File: src/a85_pkg.sv
// Shared types and constants for the Ascii85 encoder.
// Used by every module of the block; no dependencies of its own.
package a85_pkg;

  localparam int unsigned NUM_DIGITS   = 5;
  localparam int unsigned FIFO_DEPTH   = 2;

  localparam logic [6:0]  DIGIT_OFFSET = 7'd33;
  localparam logic [6:0]  ZERO_CHAR    = 7'd122;
  localparam logic [7:0]  DIGIT_BASE   = 8'd85;

  // ceil(2^38 / 85): exact quotient by 85 for every 32-bit dividend.
  localparam logic [31:0] RECIP_85     = 32'hC0C0C0C1;
  localparam int unsigned RECIP_SHIFT  = 38;

  typedef struct packed {
    logic [7:0] data_byte;
    logic       end_of_data;
  } in_t;

  typedef struct packed {
    logic [6:0] out_char;
    logic       last_char;
  } out_t;

  // One complete group handed from the front end to the conversion back end.
  typedef struct packed {
    logic [31:0] word;
    logic [2:0]  ndig;
    logic        zero;
    logic        last;
  } job_t;

endpackage

File: src/a85_front.sv
// Front end: collects input bytes into groups of four and issues group requests.
// Depends on a85_pkg.
module a85_front (
  input  logic            clk,
  input  logic            rst_n,
  input  logic            in_valid,
  output logic            in_ready,
  input  a85_pkg::in_t    in_data,
  input  logic            q_full,
  output logic            q_push,
  output a85_pkg::job_t   q_job
);

  logic [23:0] pend_bytes_r, pend_bytes_nxt;
  logic [1:0]  pend_count_r, pend_count_nxt;
  logic        accept;
  logic        group_done;
  logic [31:0] word;

  assign in_ready   = ~q_full;
  assign accept     = in_valid & in_ready;
  assign group_done = (pend_count_r == 2'd3) | in_data.end_of_data;
  assign q_push     = accept & group_done;

  // Pad a short group with zero bytes on the right.
  always_comb begin
    case (pend_count_r)
      2'd0:    word = {in_data.data_byte, 24'd0};
      2'd1:    word = {pend_bytes_r[7:0], in_data.data_byte, 16'd0};
      2'd2:    word = {pend_bytes_r[15:0], in_data.data_byte, 8'd0};
      default: word = {pend_bytes_r, in_data.data_byte};
    endcase
  end

  always_comb begin
    q_job.word = word;
    q_job.ndig = (pend_count_r == 2'd3) ? 3'd5 : ({1'b0, pend_count_r} + 3'd2);
    q_job.zero = (pend_count_r == 2'd3) & (word == 32'd0);
    q_job.last = in_data.end_of_data;
  end

  always_comb begin
    pend_bytes_nxt = pend_bytes_r;
    pend_count_nxt = pend_count_r;
    if (accept) begin
      if (group_done) begin
        pend_bytes_nxt = 24'd0;
        pend_count_nxt = 2'd0;
      end else begin
        pend_bytes_nxt = {pend_bytes_r[15:0], in_data.data_byte};
        pend_count_nxt = pend_count_r + 2'd1;
      end
    end
  end

  always_ff @(posedge clk) begin
    if (!rst_n) begin
      pend_bytes_r <= 24'd0;
      pend_count_r <= 2'd0;
    end else begin
      pend_bytes_r <= pend_bytes_nxt;
      pend_count_r <= pend_count_nxt;
    end
  end

endmodule

File: src/a85_fifo.sv
// Short register queue of group requests between front end and back end.
// Depends on a85_pkg.
module a85_fifo (
  input  logic            clk,
  input  logic            rst_n,
  input  logic            push,
  input  a85_pkg::job_t   push_job,
  output logic            full,
  input  logic            pop,
  output logic            head_valid,
  output a85_pkg::job_t   head_job
);

  a85_pkg::job_t mem_r [a85_pkg::FIFO_DEPTH];
  logic          wr_ptr_r, wr_ptr_nxt;
  logic          rd_ptr_r, rd_ptr_nxt;
  logic [1:0]    count_r, count_nxt;
  logic          do_push;
  logic          do_pop;

  assign full       = (count_r == 2'(a85_pkg::FIFO_DEPTH));
  assign head_valid = (count_r != 2'd0);
  assign head_job   = mem_r[rd_ptr_r];
  assign do_push    = push & ~full;
  assign do_pop     = pop & head_valid;

  always_comb begin
    wr_ptr_nxt = do_push ? ~wr_ptr_r : wr_ptr_r;
    rd_ptr_nxt = do_pop ? ~rd_ptr_r : rd_ptr_r;
    count_nxt  = count_r;
    if (do_push && !do_pop) begin
      count_nxt = count_r + 2'd1;
    end else if (do_pop && !do_push) begin
      count_nxt = count_r - 2'd1;
    end
  end

  always_ff @(posedge clk) begin
    if (do_push) begin
      mem_r[wr_ptr_r] <= push_job;
    end
  end

  always_ff @(posedge clk) begin
    if (!rst_n) begin
      wr_ptr_r <= 1'b0;
      rd_ptr_r <= 1'b0;
      count_r  <= 2'd0;
    end else begin
      wr_ptr_r <= wr_ptr_nxt;
      rd_ptr_r <= rd_ptr_nxt;
      count_r  <= count_nxt;
    end
  end

endmodule

File: src/a85_back.sv
// Back end: converts a group word into base-85 digits and emits characters.
// Depends on a85_pkg.
module a85_back (
  input  logic            clk,
  input  logic            rst_n,
  input  logic            job_valid,
  input  a85_pkg::job_t   job,
  output logic            job_pop,
  output logic            out_valid,
  input  logic            out_ready,
  output a85_pkg::out_t   out_data
);

  localparam logic [1:0] CV_IDLE = 2'd0;
  localparam logic [1:0] CV_RUN  = 2'd1;
  localparam logic [1:0] CV_DONE = 2'd2;

  // Conversion unit: one divide-by-85 step per cycle, least significant digit first.
  logic [1:0]  cv_state_r, cv_state_nxt;
  logic [2:0]  step_r, step_nxt;
  logic [31:0] w_r;
  logic [6:0]  dig_r [a85_pkg::NUM_DIGITS];
  logic [2:0]  cv_ndig_r;
  logic        cv_zero_r;
  logic        cv_last_r;

  // Emitter: walks the stored digits most significant first.
  logic        em_busy_r, em_busy_nxt;
  logic [2:0]  em_idx_r, em_idx_nxt;
  logic [6:0]  em_dig_r [a85_pkg::NUM_DIGITS];
  logic [2:0]  em_ndig_r;
  logic        em_zero_r;
  logic        em_last_r;

  logic          out_valid_r, out_valid_nxt;
  a85_pkg::out_t out_data_r;

  logic [63:0] prod;
  logic [25:0] quot;
  logic [9:0]  sum1;
  logic [8:0]  sum2;
  logic [7:0]  sum3;
  logic [7:0]  mod255;
  logic [6:0]  rem;

  logic        out_load;
  logic        em_at_end;
  logic        emit_free;
  logic        handoff;
  logic        load_job;

  // Quotient by reciprocal multiplication; remainder from the byte sum,
  // since 256 is congruent to 1 modulo 255 and 85 divides 255.
  assign prod = 64'(w_r) * 64'(a85_pkg::RECIP_85);
  assign quot = prod[63:a85_pkg::RECIP_SHIFT];

  always_comb begin
    sum1   = {2'd0, w_r[31:24]} + {2'd0, w_r[23:16]} + {2'd0, w_r[15:8]} + {2'd0, w_r[7:0]};
    sum2   = {1'b0, sum1[7:0]} + {7'd0, sum1[9:8]};
    sum3   = sum2[7:0] + {7'd0, sum2[8]};
    mod255 = (sum3 == 8'd255) ? 8'd0 : sum3;
    if (mod255 >= 8'(2 * a85_pkg::DIGIT_BASE)) begin
      rem = 7'(mod255 - 8'(2 * a85_pkg::DIGIT_BASE));
    end else if (mod255 >= a85_pkg::DIGIT_BASE) begin
      rem = 7'(mod255 - a85_pkg::DIGIT_BASE);
    end else begin
      rem = mod255[6:0];
    end
  end

  assign out_load  = em_busy_r & (~out_valid_r | out_ready);
  assign em_at_end = (em_idx_r == 3'(em_ndig_r - 3'd1));
  assign emit_free = ~em_busy_r | (out_load & em_at_end);
  assign handoff   = (cv_state_r == CV_DONE) & emit_free;
  assign job_pop   = job_valid & ((cv_state_r == CV_IDLE) | handoff);
  assign load_job  = job_pop;

  always_comb begin
    cv_state_nxt = cv_state_r;
    step_nxt     = step_r;
    case (cv_state_r)
      CV_IDLE: begin
        if (load_job) begin
          cv_state_nxt = job.zero ? CV_DONE : CV_RUN;
          step_nxt     = 3'd0;
        end
      end
      CV_RUN: begin
        step_nxt = step_r + 3'd1;
        if (step_r == 3'(a85_pkg::NUM_DIGITS - 1)) begin
          cv_state_nxt = CV_DONE;
        end
      end
      CV_DONE: begin
        if (handoff) begin
          if (load_job) begin
            cv_state_nxt = job.zero ? CV_DONE : CV_RUN;
            step_nxt     = 3'd0;
          end else begin
            cv_state_nxt = CV_IDLE;
          end
        end
      end
      default: begin
        cv_state_nxt = CV_IDLE;
      end
    endcase
  end

  always_comb begin
    em_busy_nxt = em_busy_r;
    em_idx_nxt  = em_idx_r;
    if (handoff) begin
      em_busy_nxt = 1'b1;
      em_idx_nxt  = 3'd0;
    end else if (out_load) begin
      em_idx_nxt = em_idx_r + 3'd1;
      if (em_at_end) begin
        em_busy_nxt = 1'b0;
      end
    end
    if (out_load) begin
      out_valid_nxt = 1'b1;
    end else if (out_ready) begin
      out_valid_nxt = 1'b0;
    end else begin
      out_valid_nxt = out_valid_r;
    end
  end

  // Datapath registers.
  always_ff @(posedge clk) begin
    if (load_job) begin
      w_r       <= job.word;
      cv_ndig_r <= job.zero ? 3'd1 : job.ndig;
      cv_zero_r <= job.zero;
      cv_last_r <= job.last;
    end else if (cv_state_r == CV_RUN) begin
      w_r                                                  <= {6'd0, quot};
      dig_r[3'(3'(a85_pkg::NUM_DIGITS - 1) - step_r)]      <= rem;
    end
    if (handoff) begin
      em_dig_r  <= dig_r;
      em_ndig_r <= cv_ndig_r;
      em_zero_r <= cv_zero_r;
      em_last_r <= cv_last_r;
    end
    if (out_load) begin
      out_data_r.out_char  <= em_zero_r ? a85_pkg::ZERO_CHAR
                                        : (em_dig_r[em_idx_r] + a85_pkg::DIGIT_OFFSET);
      out_data_r.last_char <= em_last_r & em_at_end;
    end
  end

  always_ff @(posedge clk) begin
    if (!rst_n) begin
      cv_state_r  <= CV_IDLE;
      step_r      <= 3'd0;
      em_busy_r   <= 1'b0;
      em_idx_r    <= 3'd0;
      out_valid_r <= 1'b0;
    end else begin
      cv_state_r  <= cv_state_nxt;
      step_r      <= step_nxt;
      em_busy_r   <= em_busy_nxt;
      em_idx_r    <= em_idx_nxt;
      out_valid_r <= out_valid_nxt;
    end
  end

  assign out_valid = out_valid_r;
  assign out_data  = out_data_r;

endmodule

File: src/ascii85_encoder.sv
// Ascii85 stream encoder. One raw byte is taken per cycle whenever the two-entry
// group queue has room; each group of four bytes (or the short group closed by
// end_of_data) becomes one request. The back end turns a request into digits with
// one shared divide-by-85 unit, one digit per cycle; a group occupies it for a load
// plus five steps, and an all-zero group skips the steps. Characters leave through a
// registered output stage, one per cycle while the receiver is ready, as the next
// group converts. Sustained throughput is set by the divide-by-85 unit. The last
// byte of a group passes through the queue, the conversion unit and the emitter
// before its first character reaches the output register.
module ascii85_encoder (
  input  logic            clk,
  input  logic            rst_n,
  input  logic            in_valid,
  output logic            in_ready,
  input  a85_pkg::in_t    in_data,
  output logic            out_valid,
  input  logic            out_ready,
  output a85_pkg::out_t   out_data
);

  logic          q_full;
  logic          q_push;
  a85_pkg::job_t q_push_job;
  logic          q_pop;
  logic          q_head_valid;
  a85_pkg::job_t q_head_job;

  a85_front u_front (
    .clk      (clk),
    .rst_n    (rst_n),
    .in_valid (in_valid),
    .in_ready (in_ready),
    .in_data  (in_data),
    .q_full   (q_full),
    .q_push   (q_push),
    .q_job    (q_push_job)
  );

  a85_fifo u_fifo (
    .clk        (clk),
    .rst_n      (rst_n),
    .push       (q_push),
    .push_job   (q_push_job),
    .full       (q_full),
    .pop        (q_pop),
    .head_valid (q_head_valid),
    .head_job   (q_head_job)
  );

  a85_back u_back (
    .clk       (clk),
    .rst_n     (rst_n),
    .job_valid (q_head_valid),
    .job       (q_head_job),
    .job_pop   (q_pop),
    .out_valid (out_valid),
    .out_ready (out_ready),
    .out_data  (out_data)
  );

endmodule

File: config.mk
export PLATFORM = sky130hd
export DESIGN_NAME = ascii85_encoder
export DESIGN_NICKNAME = d
export VERILOG_FILES = /design/src/a85_pkg.sv /design/src/a85_front.sv /design/src/a85_fifo.sv /design/src/a85_back.sv /design/src/ascii85_encoder.sv
export SDC_FILE = /design/constraint.sdc
export NUM_CORES = 1
export LEC_CHECK = 0
export BUFFER_PORTS_ARGS = -buffer_cell sky130_fd_sc_hd__clkbuf_2
export CELL_PAD_IN_SITES_DETAIL_PLACEMENT = 0
export CELL_PAD_IN_SITES_GLOBAL_PLACEMENT = 2
export CORE_ASPECT_RATIO = 2
export CORE_MARGIN = 1.5
export CORE_UTILIZATION = 40
export DETAILED_ROUTE_END_ITERATION = 10
export PLACE_DENSITY_LB_ADDON = 0.1
export SLEW_MARGIN = 25
export SYNTH_ARGS = -nofsm -noshare
export SYNTH_HDL_FRONTEND = slang
export SYNTH_SLANG_ARGS = --single-unit
export TNS_END_PERCENT = 20
File: constraint.sdc
create_clock -name clk -period 7.69 [get_ports clk]
set_input_delay 0 -clock clk [delete_from_list [all_inputs] [get_ports clk]]
set_output_delay 0 -clock clk [all_outputs]
set_load 0.01 [all_outputs]
Word level (Yosys, flattened, before mapping)
Memories as Yosys holds them, arrays and structs flattened. A register that Yosys moved wholly into a read port is not among the register bits.
Cells that the tools add are included.
W data, S select, Z words.
Word-level totals
  memory bits (writable): 74
  bits of input ports: 13
  ROM bits: 0
  latch bits: 0
  memories kept: 1
  bits in registers: 160
Cells by class
  $add $sub $neg: 16
  equality and inequality tests: 12
  shift operators: 0
  multiplexer cells: 35
  bitwise logic cells: 23
  order comparisons: 5
  reduce and logical (&&, ||, !) cells: 20
  multiply operators: 1
  divide/modulo/power cells: 0
Memory list
  u_fifo.mem_r: words 2, width 37, read ports 1, clocked after Yosys merged registers in 1, wr ports 1, RTL line a85_fifo.sv:14  | a85_pkg::job_t mem_r [a85_pkg::FIFO_DEPTH];
Operators with widths (number)
  $pmux W32 S3: 1
  $mul A32 B32 Y64 const B: 1
  $mux W32: 2
  $bwmux W35: 1
  $mux W7: 5
  $logic_not A32 Y1: 1
  $mux W24: 1
  $bmux W7 S3: 1
  $demux W7 S3: 1
  $add A10 B8 Y10: 2
  $mux W2: 8
  $reduce_bool A2 Y1: 6
  $and A1 B1 Y1: 10
  $add A8 B2 Y9: 1
  $add A8 B8 Y9: 1
  $mux W1: 9
  $mux W3: 3
  $pmux W3 S3: 1
  $add A8 B1 Y8: 1
  $eq A2 B2 Y1 const B: 4
  $eq A8 B8 Y1 const B: 1
  $ge A4 B4 Y1 const B: 2
  $ge A8 B7 Y1 const B: 1
  $ge A8 B8 Y1 const B: 1
  other kinds (27): 47

Depth between registers and ports, before layout
Gate-level depths: netlist of the first run.
  depth after elaboration: 12
  gate-level depth with buffers: 38
  depth with buffers taken out: 37

By module
From an unflattened synthesis of the first run, not the netlist that was laid out.
Unflattened totals
  cell total of the unflattened synthesis: 1835
  area, all modules: 20711.1 um^2
By module, submodules not included
  a85_back: times used 1, area an instance 16188.0 um^2, cells an instance 1504
  a85_fifo: times used 1, area an instance 2914.0 um^2, cells an instance 140
  a85_front: times used 1, area an instance 1609.0 um^2, cells an instance 191

Worst setup path after synthesis of the first run
Ideal clock, no wire load.
  kind: flip-flop to flip-flop
  start: register u_back.w_r[16]
  end: register u_back.dig_r[12] (netlist bit), data pin
  period minus slack after synthesis: 7.234 ns
  arrival: 7.039 ns
  cell stages (with the launch flop): 37
  required time: 7.495 ns
  library setup time: 0.195 ns
  path buffers: 1
  path slack: 0.456 ns
  cells stage by stage: edfxtp_1 > ha_1 > inv_1 > fa_1 > inv_1 > a21oi_1 > o21ai_0 > xnor2_1 > fa_1 > inv_1 > ha_1 > o21a_1 > a211oi_2 > o21bai_1 > a21oi_1 > xnor2_1 > ha_1 > inv_1 > fa_1 > and3b_2 > nand2_1 > nor3_1 > ha_1 > and2b_2 > nand3_1 > a211oi_2 > xor2_2 > nand3_1 > or4b_1 > buf_2 > and2_4 > inv_1 > ha_1 > nor2_1 > o31a_1 > o22ai_1 > mux2i_1
On the way
  word-level cells in the longest chain between the ends: 11
  elaborated cells on any way between the ends: 14
  those cells by class: 7 x add/sub; 2 x order compare; 1 x eq/ne; 4 x mux
Ends and longest elaborated chain
  start: declaration: RTL line a85_back.sv:21  | logic [31:0] w_r;
  start signal: assignment: RTL line a85_back.sv:134  | w_r <= job.word;
  start signal: assignment: RTL line a85_back.sv:139  | w_r <= {6'd0, quot};
  $add A8 B8 Y9 *: RTL line a85_back.sv:58  | sum1 = {2'd0, w_r[31:24]} + {2'd0, w_r[23:16]} + {2'd0, w_r[15:8]} + {2'd0, w_r[7:0]};
  $add A10 B8 Y10 * (2 in a row): RTL line a85_back.sv:58
  $add A8 B2 Y9 *: RTL line a85_back.sv:59  | sum2 = {1'b0, sum1[7:0]} + {7'd0, sum1[9:8]};
  $add A8 B1 Y8 *: RTL line a85_back.sv:60  | sum3 = sum2[7:0] + {7'd0, sum2[8]};
  $eq A8 B8 Y1: RTL line a85_back.sv:61  | mod255 = (sum3 == 8'd255) ? 8'd0 : sum3;
  $mux W8 *: RTL line a85_back.sv:61
  $sub A7 B7 Y7 or $ge A8 B7 Y1 (tied branches): RTL line a85_back.sv:65, a85_back.sv:64
  $mux W7: RTL line a85_back.sv:64  | end else if (mod255 >= a85_pkg::DIGIT_BASE) begin
  $mux W7 *: RTL line a85_back.sv:62  | if (mod255 >= 8'(2 * a85_pkg::DIGIT_BASE)) begin
  net u_back.rem[5]: RTL line a85_back.sv:44  | logic [6:0] rem;
  $bwmux W35 *: RTL line a85_back.sv:140  | dig_r[3'(3'(a85_pkg::NUM_DIGITS - 1) - step_r)] <= rem;
  end signal: indexed assignment: RTL line a85_back.sv:140
  end: declaration: RTL line a85_back.sv:22  | logic [6:0] dig_r [a85_pkg::NUM_DIGITS];
The timed path passes the listed nets; every way through them passes the cells marked *.
A chain may end at the register's enable or synchronous reset.

Worst setup path in the final report of the first run
  start: register u_back.w_r[3]
  end: register u_back.w_r[12], data pin
On the way
  word-level cells in the longest chain between the ends: 3
Ends and longest elaborated chain
  $mul A32 B32 Y64: RTL line a85_back.sv:54  | assign prod = 64'(w_r) * 64'(a85_pkg::RECIP_85);
  $mux W32: RTL line a85_back.sv:138  | end else if (cv_state_r == CV_RUN) begin
  $mux W32: RTL line a85_back.sv:133  | if (load_job) begin
No other way between the ends. The select of a mux whose other input is x is not followed.

==> results.tsv, run 1 <==
metric	value	unit
status	complete, no violations	
gr-total-overflow	0	
yosys_warnings	0	
tns	0	ns
num_vias	14718	
synth_top_area_cell	edfxtp_1	
hold_start	rst_n	
areaGrowthSynthToFinish	9.82	%
synth_seq_cells	235	
cts_htree_levels	1	
worst_setup_path_end_kind	register	
core.rowCount	119	
netlist_instances	2026	
period_needed	7.40	ns
clkSinkCount	235	
start_kind	register	
wirelength	64.9	mm
syn_area_per_cell	10.6	um^2
hold_depth	2	
io-pin-count	23	
clk_pin_slew_worst_paths	0.07	ns
core_region_area	52900	um^2
antenna_found_initial	0	
synthFlopType	edfxtp_1	
path_class	reg -> reg	
maxCapViolations	0	
nFillCells	5111	
drt-pass1-iter-count	5	
drc	0	
rrSetupSlack	0.29	ns
numCtsBuffers	21	
routedWlPerCell	23.5	um
hp-class	in -> reg	
worstPathRequired	7.95	ns
period_share	0.963	
grt_pass1_wl	98.2	mm
dieArea	55100	um^2
worst_pin_slew	0.958	ns
final-setup-viol-count	0	
synthArstFlopShare	0	
gp_congestion	0.937	
relSlewSlack	0.360	
ys_seq_area_frac	0.310	
place_hpwl	55.8	mm
drive_gt1_frac	0.0807	
ys_types	75	
cp.arrival	7.66	ns
timing.fmax	135	MHz
skew	0.0153	ns
dieWidth	167	um
synth_edf_count	194	
yosysTopAreaCellShare	0.272	
use_met3	0.0161	
grt_use_met1	0.209	
diodes	0	
port_buffers	22	
grtUsageMet2	0.518	
cts_root_buffer	clkbuf_16	
syn-num-nets	2567	
critical_path.max_fanout	8	
syn-cell-area	21400	um^2
nNetsFinal	2623	
grt_pass1_vias	16018	
clkLatencyLatePin	0.52	ns
cts_tree	built	
top_usage_layer	met2	
multi_input_area	13300	um^2
timing.rr.start	u_back.w_r[3]	
min_to	u_fifo.wr_ptr_r	
synth.most_common_cell	inv_1	
synthTopCellsByArea	edfxtp_1 27%, ha_1 21%, fa_1 16%	
reg2reg_depth	20	
maxSlewViolCount	0	
grt_max_degree	52	
clk_path_buf_depth	3	
worstReg2RegEnd	u_back.w_r[12]	
vias_per_cell	5.33	
seqCellArea	6650	um^2
ant_nets	0	
fp.dieH	330	um
drt_first_iter_violations	604	
track_usage	0.243	
synthTopCellsByCount	383 x inv_1, 352 x ha_1, 194 x edfxtp_1, 176 x fa_1, 118 x nand2_1	
final_hold_viol_count	0	
start_util	0.406	
[routing by layer]
layer | wire length (um) | vias up
met1 | 20000 | 7281
met5 | 0 | -
li1 | - | 7035
met3 | 1150 | 138
met2 | 38700 | 264
met4 | 5050 | 0
[metrics by stage]
step                      setup slack, ns   util  hold WS [ns]  cell area (um^2)  std cells
after global placement             0.0603  0.427         0.234             22600       2711
after detailed placement           0.0437  0.428         0.266             22600       2712
final                               0.286  0.446         0.142             23600       2760
after CTS                          0.0198  0.443         0.172             23400       2758
after floorplan                     0.456      -        0.0989             21400       2026
after global routing              -0.0195  0.446         0.213             23600       2760
[cell families (layout without fill, tap and decap cells)]
| group | Yosys count | after routing | synth area share |
|---|---|---|---|
| XOR/XNOR | 58 | 58 | 0.0264 |
| AND/OR/NAND/NOR | 360 | 360 | 0.0812 |
| adder cells (fa/ha/maj) | 528 | 528 | 0.370 |
| buffers and inverters | 436 | 505 | 0.0768 |
| multiplexers | 60 | 60 | 0.0288 |
| flip-flops | 235 | 235 | 0.310 |
| AO/OA/AOI/OAI | 349 | 349 | 0.107 |
[sequential cells by signal, summed over array words and instances, names as in the netlist, 2 cells and up, named ones only]
register	count
u_back.cv_ndig_r	3
u_back.cv_state_r	2
u_back.dig_r	35
u_back.em_dig_r	35
u_back.em_idx_r	3
u_back.em_ndig_r	3
u_back.out_data	8
u_back.step_r	3
u_back.w_r	32
u_fifo.count_r	2
u_fifo.mem_r	74
u_front.pend_bytes_r	24
u_front.pend_count_r	2
[placed cells by master, fill, tap and decap left out, drive strengths merged, types with 30 or more instances in the layout]
cell type  instances
dfxtp             41
o21ai             66
nand3             53
a21oi             94
ha               352
inv              384
a21boi            30
fa               176
nand2            118
edfxtp           194
mux2i             47
nor2              66
buf               54
a21o              50
clkbuf            46
[worst max-delay path: stages (launching register included)]
cell	delay, ns
edfxtp_1	0.59
ha_1	0.44
ha_1	0.33
inv_1	0.06
fa_1	0.49
inv_1	0.06
fa_1	0.48
fa_1	0.52
fa_1	0.54
fa_1	0.50
ha_1	0.33
ha_1	0.43
a21o_1	0.20
a21o_1	0.16
a21oi_1	0.23
o31ai_1	0.13
o2111a_1	0.26
a221o_1	0.51
a21o_1	0.27
or4_1	0.38
and3_1	0.22
[final cells by class]
| class | count | share of cell area |
|---|---|---|
| Clock buffer | 24 | 0.0228 |
| Tap cell | 665 | 0.0353 |
| Timing Repair Buffer | 86 | 0.0270 |
| Sequential cell | 235 | 0.282 |
| Multi-Input combinational cell | 1355 | 0.564 |
| Inverter | 383 | 0.0610 |
| Clock inverter | 12 | 0.00728 |
[worst max-delay path by stage]
| stage | slack, ns | depth (start not counted) | start | to |
|---|---|---|---|---|
| final | 0.29 | 20 | u_back.w_r[3] | u_back.w_r[12] |
| after global routing | -0.02 | 35 | u_back.w_r[17] | u_back.dig_r[26] |
| after global placement | 0.06 | 22 | u_back.w_r[8] | u_back.w_r[24] |
| after floorplan | 0.46 | 36 | u_back.w_r[16] | u_back.dig_r[12] |
| after detailed placement | 0.04 | 21 | u_back.w_r[15] | u_back.w_r[12] |
| after CTS | 0.02 | 35 | u_back.w_r[17] | u_back.dig_r[5] |
[timing repair]
item	in CTS	in global routing
hold buffers	10	0
endpoints found under the setup margin	1	40
buffers inserted	0	2
pin swaps	0	7
gates resized for setup	1	23
cloned	0	0
endpoints found under the hold margin	46	0
Power of run 1 is left out: the tool's default activity adds up to more than one toggle a clock period on the data nets, which glitch-free logic cannot reach.
==> inputs of run 2 (changes only) <==
Settings changed: CELL_PAD_IN_SITES_DETAIL_PLACEMENT 0 to 1, CELL_PAD_IN_SITES_GLOBAL_PLACEMENT 2 to 1.
==> run 2 against run 1 <==
Count of clock-buffer cells in the layout decreased by 4. Routed wire length decreased by 0.44%. First-iteration DRC count decreased by 22%. Highest routed layer unchanged. Critical endpoint is now u_back.w_r[22]. Cell area increased by 0.63%.
==> results.tsv, run 2 (synthesis results as in run 1) <==
metric	value	unit	change
period_needed	7.43	ns	was 7.40 ns
largest-register	u_fifo.mem_r		unchanged
drive_gt1_frac	0.0904		was 0.0807
rrSetupSlack	0.26	ns	was 0.29 ns
place_hpwl	56.0	mm	was 55.8 mm
crit_path_top_delay_cell	fa_1		was edfxtp_1
fp.dieH	330	um	unchanged
maxCapViolations	0		unchanged
relSlewSlack	0.342		was 0.360
io-pin-count	23		unchanged
drt_first_iter_violations	473		was 604
holdWs	0.154	ns	was 0.142 ns
drt-pass1-iter-count	4		was 5
final_hold_viol_count	0		unchanged
cp_num_cells	21		was 20
num_vias	14808		was 14718
hold_depth	2		unchanged
worst_setup_path_end_kind	register		unchanged
wirelength	64.6	mm	was 64.9 mm
timing.fmax	135	MHz	about the same
timing.rr.start	u_back.w_r[3]		unchanged
critPathTopFamily	adder cells		unchanged
cts_root_buffer	clkbuf_16		unchanged
critical_path.max_fanout	5		was 8
gp_congestion	0.966		was 0.937
clk_path_buf_depth	3		unchanged
hp-class	in -> reg		unchanged
worstPathRequired	7.95	ns	about the same
track_usage	0.240		was 0.243
largest_reg_flops	74		unchanged
min_to	u_back.out_valid		was u_fifo.wr_ptr_r
largest_registers	u_fifo.mem_r (74), u_back.dig_r (35), u_back.em_dig_r (35)		unchanged
crit_buf_inv	3		was 2
crit_chain	ha_1 > ha_1 > inv_1 > fa_1 > fa_1 > inv_1 > fa_1 > fa_1 > fa_1 > ha_1 > ha_1 > a21oi_1 > o21bai_1 > a21oi_1 > o311ai_0 > a32o_1 > o31a_1 > buf_4 > a21oi_1 > xor2_1 > a21oi_1		was ha_1 > ha_1 > inv_1 > fa_1 > inv_1 > fa_1 > fa_1 > fa_1 > fa_1 > ha_1 > ha_1 > a21o_1 > a21o_1 > a21oi_1 > o31ai_1 > o2111a_1 > a221o_1 > a21o_1 > or4_1 > and3_1
maxSlewViolCount	0		unchanged
nNetsFinal	2639		was 2623
core_region_area	52900	um^2	unchanged
routedWlPerCell	23.3	um	was 23.5 um
start_util	0.406		unchanged
dieArea	55100	um^2	unchanged
diodes	0		unchanged
clkSinkCount	235		unchanged
ant_nets	0		unchanged
numCtsBuffers	20		was 21
grt_pass1_wl	97.9	mm	was 98.2 mm
gr-total-overflow	0		unchanged
start_kind	register		unchanged
final-setup-viol-count	0		unchanged
areaGrowthSynthToFinish	10.5	%	was 9.82%
nFillCells	5790		was 5111
vias_per_cell	5.33		about the same
clk_pin_slew_worst_paths	0.08	ns	was 0.07 ns
crit_top_cell	fa_1		unchanged
placedCellCount	2725		was 2712
status	complete, no violations		unchanged
most-common-layout-cells	383 x inv_1, 348 x ha_1, 194 x edfxtp_1		was 383 x inv_1, 349 x ha_1, 194 x edfxtp_1
grt_pass1_vias	16789		was 16018
mostFrequentLayoutCell	inv_1		unchanged
drc	0		unchanged
worstReg2RegEnd	u_back.w_r[22]		was u_back.w_r[12]
period_share	0.966		was 0.963
cp.arrival	7.69	ns	was 7.66 ns
dieWidth	167	um	unchanged
worst_pin_slew	0.986	ns	was 0.958 ns
grt_max_degree	48		was 52
skew	0.0149	ns	was 0.0153 ns
cts_htree_levels	1		unchanged
cts_tree	built		unchanged
core.rowCount	119		unchanged
antenna_found_initial	0		unchanged
cpPeakStageDelay	0.61	ns	was 0.59 ns
reg2reg_depth	21		was 20
hold_start	rst_n		unchanged
clkLatencyLatePin	0.52	ns	about the same
final_cells	2777		was 2760
path_class	reg -> reg		unchanged
rsz0062_at_grt	true		
port_buffers	22		unchanged
==> run 2: worst register-to-register path, delay by kind of cell, from the launching register on <==
family	cells	cell delay [ns]
AOI/OAI and AO/OA	8	2.18
buffers and inverters	3	0.31
xor gates and xnor gates	1	0.25
adders and majority gates	9	3.92
DFF	1	0.51
==> run 2: how the worst max path moves through the flow <==
| stage | from | endpoint | slack [ns] |
|---|---|---|---|
| floorplan | u_back.w_r[16] | u_back.dig_r[12] | 0.46 |
| global placement | u_back.w_r[16] | u_back.w_r[16] | 0.09 |
| detailed placement | u_back.w_r[16] | u_back.dig_r[5] | -0.0005 |
| CTS | u_back.w_r[16] | u_back.w_r[16] | 0.01 |
| global route | u_back.w_r[24] | u_back.dig_r[5] | -0.03 |
| finish | u_back.w_r[3] | u_back.w_r[22] | 0.26 |
==> run 2: metal layers <==
| metal | GRT usage | part of all wire | vias to the layer above |
|---|---|---|---|
| li1 | - | - | 7062 |
| met1 | 0.210 | 0.32 | 7421 |
| met2 | 0.511 | 0.59 | 192 |
| met3 | 0.00920 | 0.010 | 133 |
| met4 | 0.165 | 0.078 | 0 |
| met5 | 0 | 0 | - |
==> run 2: stage by stage <==
step	instance area [um^2]	setup slack [ns]	util	setup TNS, ns
after floorplan	21400	0.456	-	0
after global placement	22700	0.0865	0.429	0
after detailed placement	22700	-0.000461	0.429	-0.00215
after CTS	23500	0.0134	0.445	0
after global routing	23700	-0.0252	0.448	-0.148
final	23700	0.261	0.448	0
==> run 2: final cells by class <==
cell class / count / area (um^2) / share of cell area
clock buffers: 20 / 500 / 0.0211
clock inverters: 16 / 244 / 0.0103
inverters: 383 / 1440 / 0.0607
multi-input cells: 1355 / 13300 / 0.560
flip-flops and latches: 235 / 6650 / 0.281
well taps: 665 / 832 / 0.0351
repair buffers: 103 / 763 / 0.0322
==> run 2: timing repair <==
item	in CTS	in global routing
resized for setup	2	19
pin swaps	0	8
hold endpoints to repair	25	0
setup endpoints to repair	10	30
hold buffers	10	0
setup buffers	0	5
gates cloned	0	0
Power of run 2 is left out for the same reason.
==> inputs of run 3 (changes only) <==
Settings changed: ABC_AREA set to 1, CTS_BUF_LIST set to sky130_fd_sc_hd__clkbuf_2 sky130_fd_sc_hd__clkbuf_4 sky130_fd_sc_hd__clkbuf_8, RECOVER_POWER set to 100.
==> run 3 against run 2 <==
The run now ends with capacitance limit, slew limit left. Synthesized cell count grew 16%. Clock skew is 0.025 ns higher. Cell count grew 13%. Register-to-register slack improved by 0.13 ns. First-iteration DRC count is 41% higher. Cell area up 1.0%. Non-clock buffer count is 31 lower. Sequential share of layout area down 0.29 points. Routed wire length is 13% higher. Setup slack better by 0.13 ns. Worst hold slack gained 0.067 ns. Critical endpoint is now u_back.w_r[16]. Highest routed layer unchanged.
==> results.tsv, run 3 <==
metric	value	unit	change
clkSinkCount	235		unchanged
drive_gt1_frac	0.0695		was 0.0904
syn-num-nets	2896		was 2567
clkLatencyLatePin	0.60	ns	was 0.52 ns
synth.most_common_cell	inv_1		unchanged
num_vias	16559		was 14808
synth_top_area_cell	edfxtp_1		unchanged
final_hold_viol_count	0		unchanged
track_usage	0.267		was 0.240
period_needed	7.30	ns	was 7.43 ns
largest_registers	u_fifo.mem_r (74), u_back.dig_r (35), u_back.em_dig_r (35)		unchanged
synthFlopType	edfxtp_1		unchanged
numCtsBuffers	40		was 20
cts_root_buffer	clkbuf_8		was clkbuf_16
drt_first_iter_violations	668		was 473
ant_nets	0		unchanged
ys_types	51		was 75
drt-pass1-iter-count	5		was 4
critical_path.max_fanout	5		unchanged
tns	0	ns	unchanged
violations	capacitance limit, slew limit		
nFillCells	6317		was 5790
holdWs	0.221	ns	was 0.154 ns
core_region_area	54400	um^2	was 52900 um^2
dieWidth	169	um	was 167 um
hp-class	in -> reg		unchanged
dieArea	56300	um^2	was 55100 um^2
areaGrowthSynthToFinish	9.19	%	was 10.5%
rsz0062_at_grt	false		was true
ys_seq_area_frac	0.303		was 0.310
maxSlewViolCount	152		was 0
most-common-layout-cells	518 x inv_1, 348 x ha_1, 312 x nand2_1		was 383 x inv_1, 348 x ha_1, 194 x edfxtp_1
fp.dieH	334	um	was 330 um
synthTopCellsByArea	edfxtp_1 27%, ha_1 20%, fa_1 16%		was edfxtp_1 27%, ha_1 21%, fa_1 16%
placed_cell_area	23000	um^2	was 22700 um^2
path_class	reg -> reg		unchanged
synthTopCellsByCount	516 x inv_1, 352 x ha_1, 313 x nand2_1, 194 x edfxtp_1, 176 x fa_1		was 383 x inv_1, 352 x ha_1, 194 x edfxtp_1, 176 x fa_1, 118 x nand2_1
antenna_found_initial	0		unchanged
place_hpwl	63.9	mm	was 56.0 mm
worst_pin_slew	2.09	ns	was 0.986 ns
status	finished, violations left		was complete, no violations
maxCapViolations	4		was 0
synth_edf_count	194		unchanged
grt_max_degree	41		was 48
cp.arrival	7.56	ns	was 7.69 ns
grt_pass1_wl	110	mm	was 97.9 mm
skew	0.0401	ns	was 0.0149 ns
largest-register	u_fifo.mem_r		unchanged
worst_slack	0.388	ns	was 0.261 ns
timing.fmax	137	MHz	was 135 MHz
clk_pin_slew_worst_paths	0.07	ns	was 0.08 ns
diodes	0		unchanged
core.rowCount	121		was 119
synthArstFlopShare	0		unchanged
largest_reg_flops	74		unchanged
wirelength	73.2	mm	was 64.6 mm
pre_cts_ws	0.168	ns	was -0.000461 ns
gr-total-overflow	0		unchanged
yosys_warnings	0		unchanged
yosysTopAreaCellShare	0.266		was 0.272
mostFrequentLayoutCell	inv_1		unchanged
drc	0		unchanged
vias_per_cell	5.28		was 5.33
synth_seq_cells	235		unchanged
gp_congestion	1.00		was 0.966
period_share	0.950		was 0.966
routedWlPerCell	23.3	um	about the same
start_util	0.403		was 0.406
worstPathRequired	7.95	ns	about the same
fin_area	23900	um^2	was 23700 um^2
cts_htree_levels	2		was 1
port_buffers	22		unchanged
grt_pass1_vias	18574		was 16789
syn_area_per_cell	9.31	um^2	was 10.6 um^2
final-setup-viol-count	0		unchanged
nNetsFinal	2973		was 2639
cts_tree	built		unchanged
relSlewSlack	-0.391		was 0.342
clk_path_buf_depth	3		unchanged
worst_setup_path_end_kind	register		unchanged
netlist_instances	2355		was 2026
start_kind	register		unchanged
io-pin-count	23		unchanged
syn-cell-area	21900	um^2	was 21400 um^2
==> run 3: cell type report <==
cell class / count / area (um^2) / share of cell area
multi-input combinational: 1556 / 13200 / 0.552
sequential: 235 / 6650 / 0.278
inverter: 527 / 1980 / 0.0827
clock inverter: 16 / 176 / 0.00737
clock buffer: 54 / 656 / 0.0274
timing repair buffer: 72 / 429 / 0.0179
tap: 676 / 846 / 0.0353
==> run 3: layer usage <==
| metal | GRT usage | vias up | part of all wire |
|---|---|---|---|
| li1 | - | 7913 | - |
| met4 | 0.195 | 0 | 0.088 |
| met5 | 0 | - | 0 |
| met3 | 0.0253 | 192 | 0.020 |
| met1 | 0.236 | 8167 | 0.32 |
| met2 | 0.543 | 287 | 0.57 |
==> run 3: path summary, 6_finish.rpt <==
check / depth (start not counted) / slack [ns] / startpoint / end
worst max-delay path: 23 / 0.39 / u_back.w_r[4] / u_back.w_r[16]
worst min-delay path: 2 / 0.22 / in_data[0] / u_fifo.mem_r[1][0]
worst max register to register: 23 / 0.39 / u_back.w_r[4] / u_back.w_r[16]
worst min register to register: 0 / 0.41 / u_back.dig_r[7] / u_back.em_dig_r[7]
==> run 3: kinds of logic after synthesis <==
logic type               synth area share
buffers and inverters              0.0974
multiplexers                     0.000913
flip-flops                          0.303
AND/OR/NAND/NOR                     0.123
adder cells (fa/ha/maj)             0.362
XOR/XNOR                           0.0151
AO/OA/AOI/OAI                      0.0983
==> run 3: what timing repair did <==
| item | in CTS | in global routing |
|---|---|---|
| resized for setup | 0 | 17 |
| setup buffers | 0 | 6 |
| hold endpoints to repair | 63 | 0 |
| endpoints found under the setup margin | 0 | 36 |
| hold buffers | 12 | 0 |
==> run 3: worst max-delay path, stage by stage (launching register included) <==
cell,delay (ns)
edfxtp_1,0.55
ha_1,0.40
ha_1,0.34
inv_1,0.07
fa_1,0.50
inv_1,0.05
fa_1,0.48
fa_1,0.59
fa_1,0.53
fa_1,0.48
ha_1,0.31
ha_1,0.37
a21oi_1,0.20
inv_1,0.09
a31oi_1,0.21
inv_1,0.06
a21oi_1,0.21
o21ai_0,0.16
a21oi_2,0.23
o21ai_0,0.20
a21o_1,0.27
or2_2,0.29
nand3_1,0.12
o21ai_0,0.25
==> run 3: stage by stage <==
stage	util	instances
after global routing	0.440	3136
after CTS	0.441	3130
after floorplan	-	2355
after global placement	0.422	3046
final	0.440	3136
after detailed placement	0.423	3048
Power of run 3 is left out for the same reason.
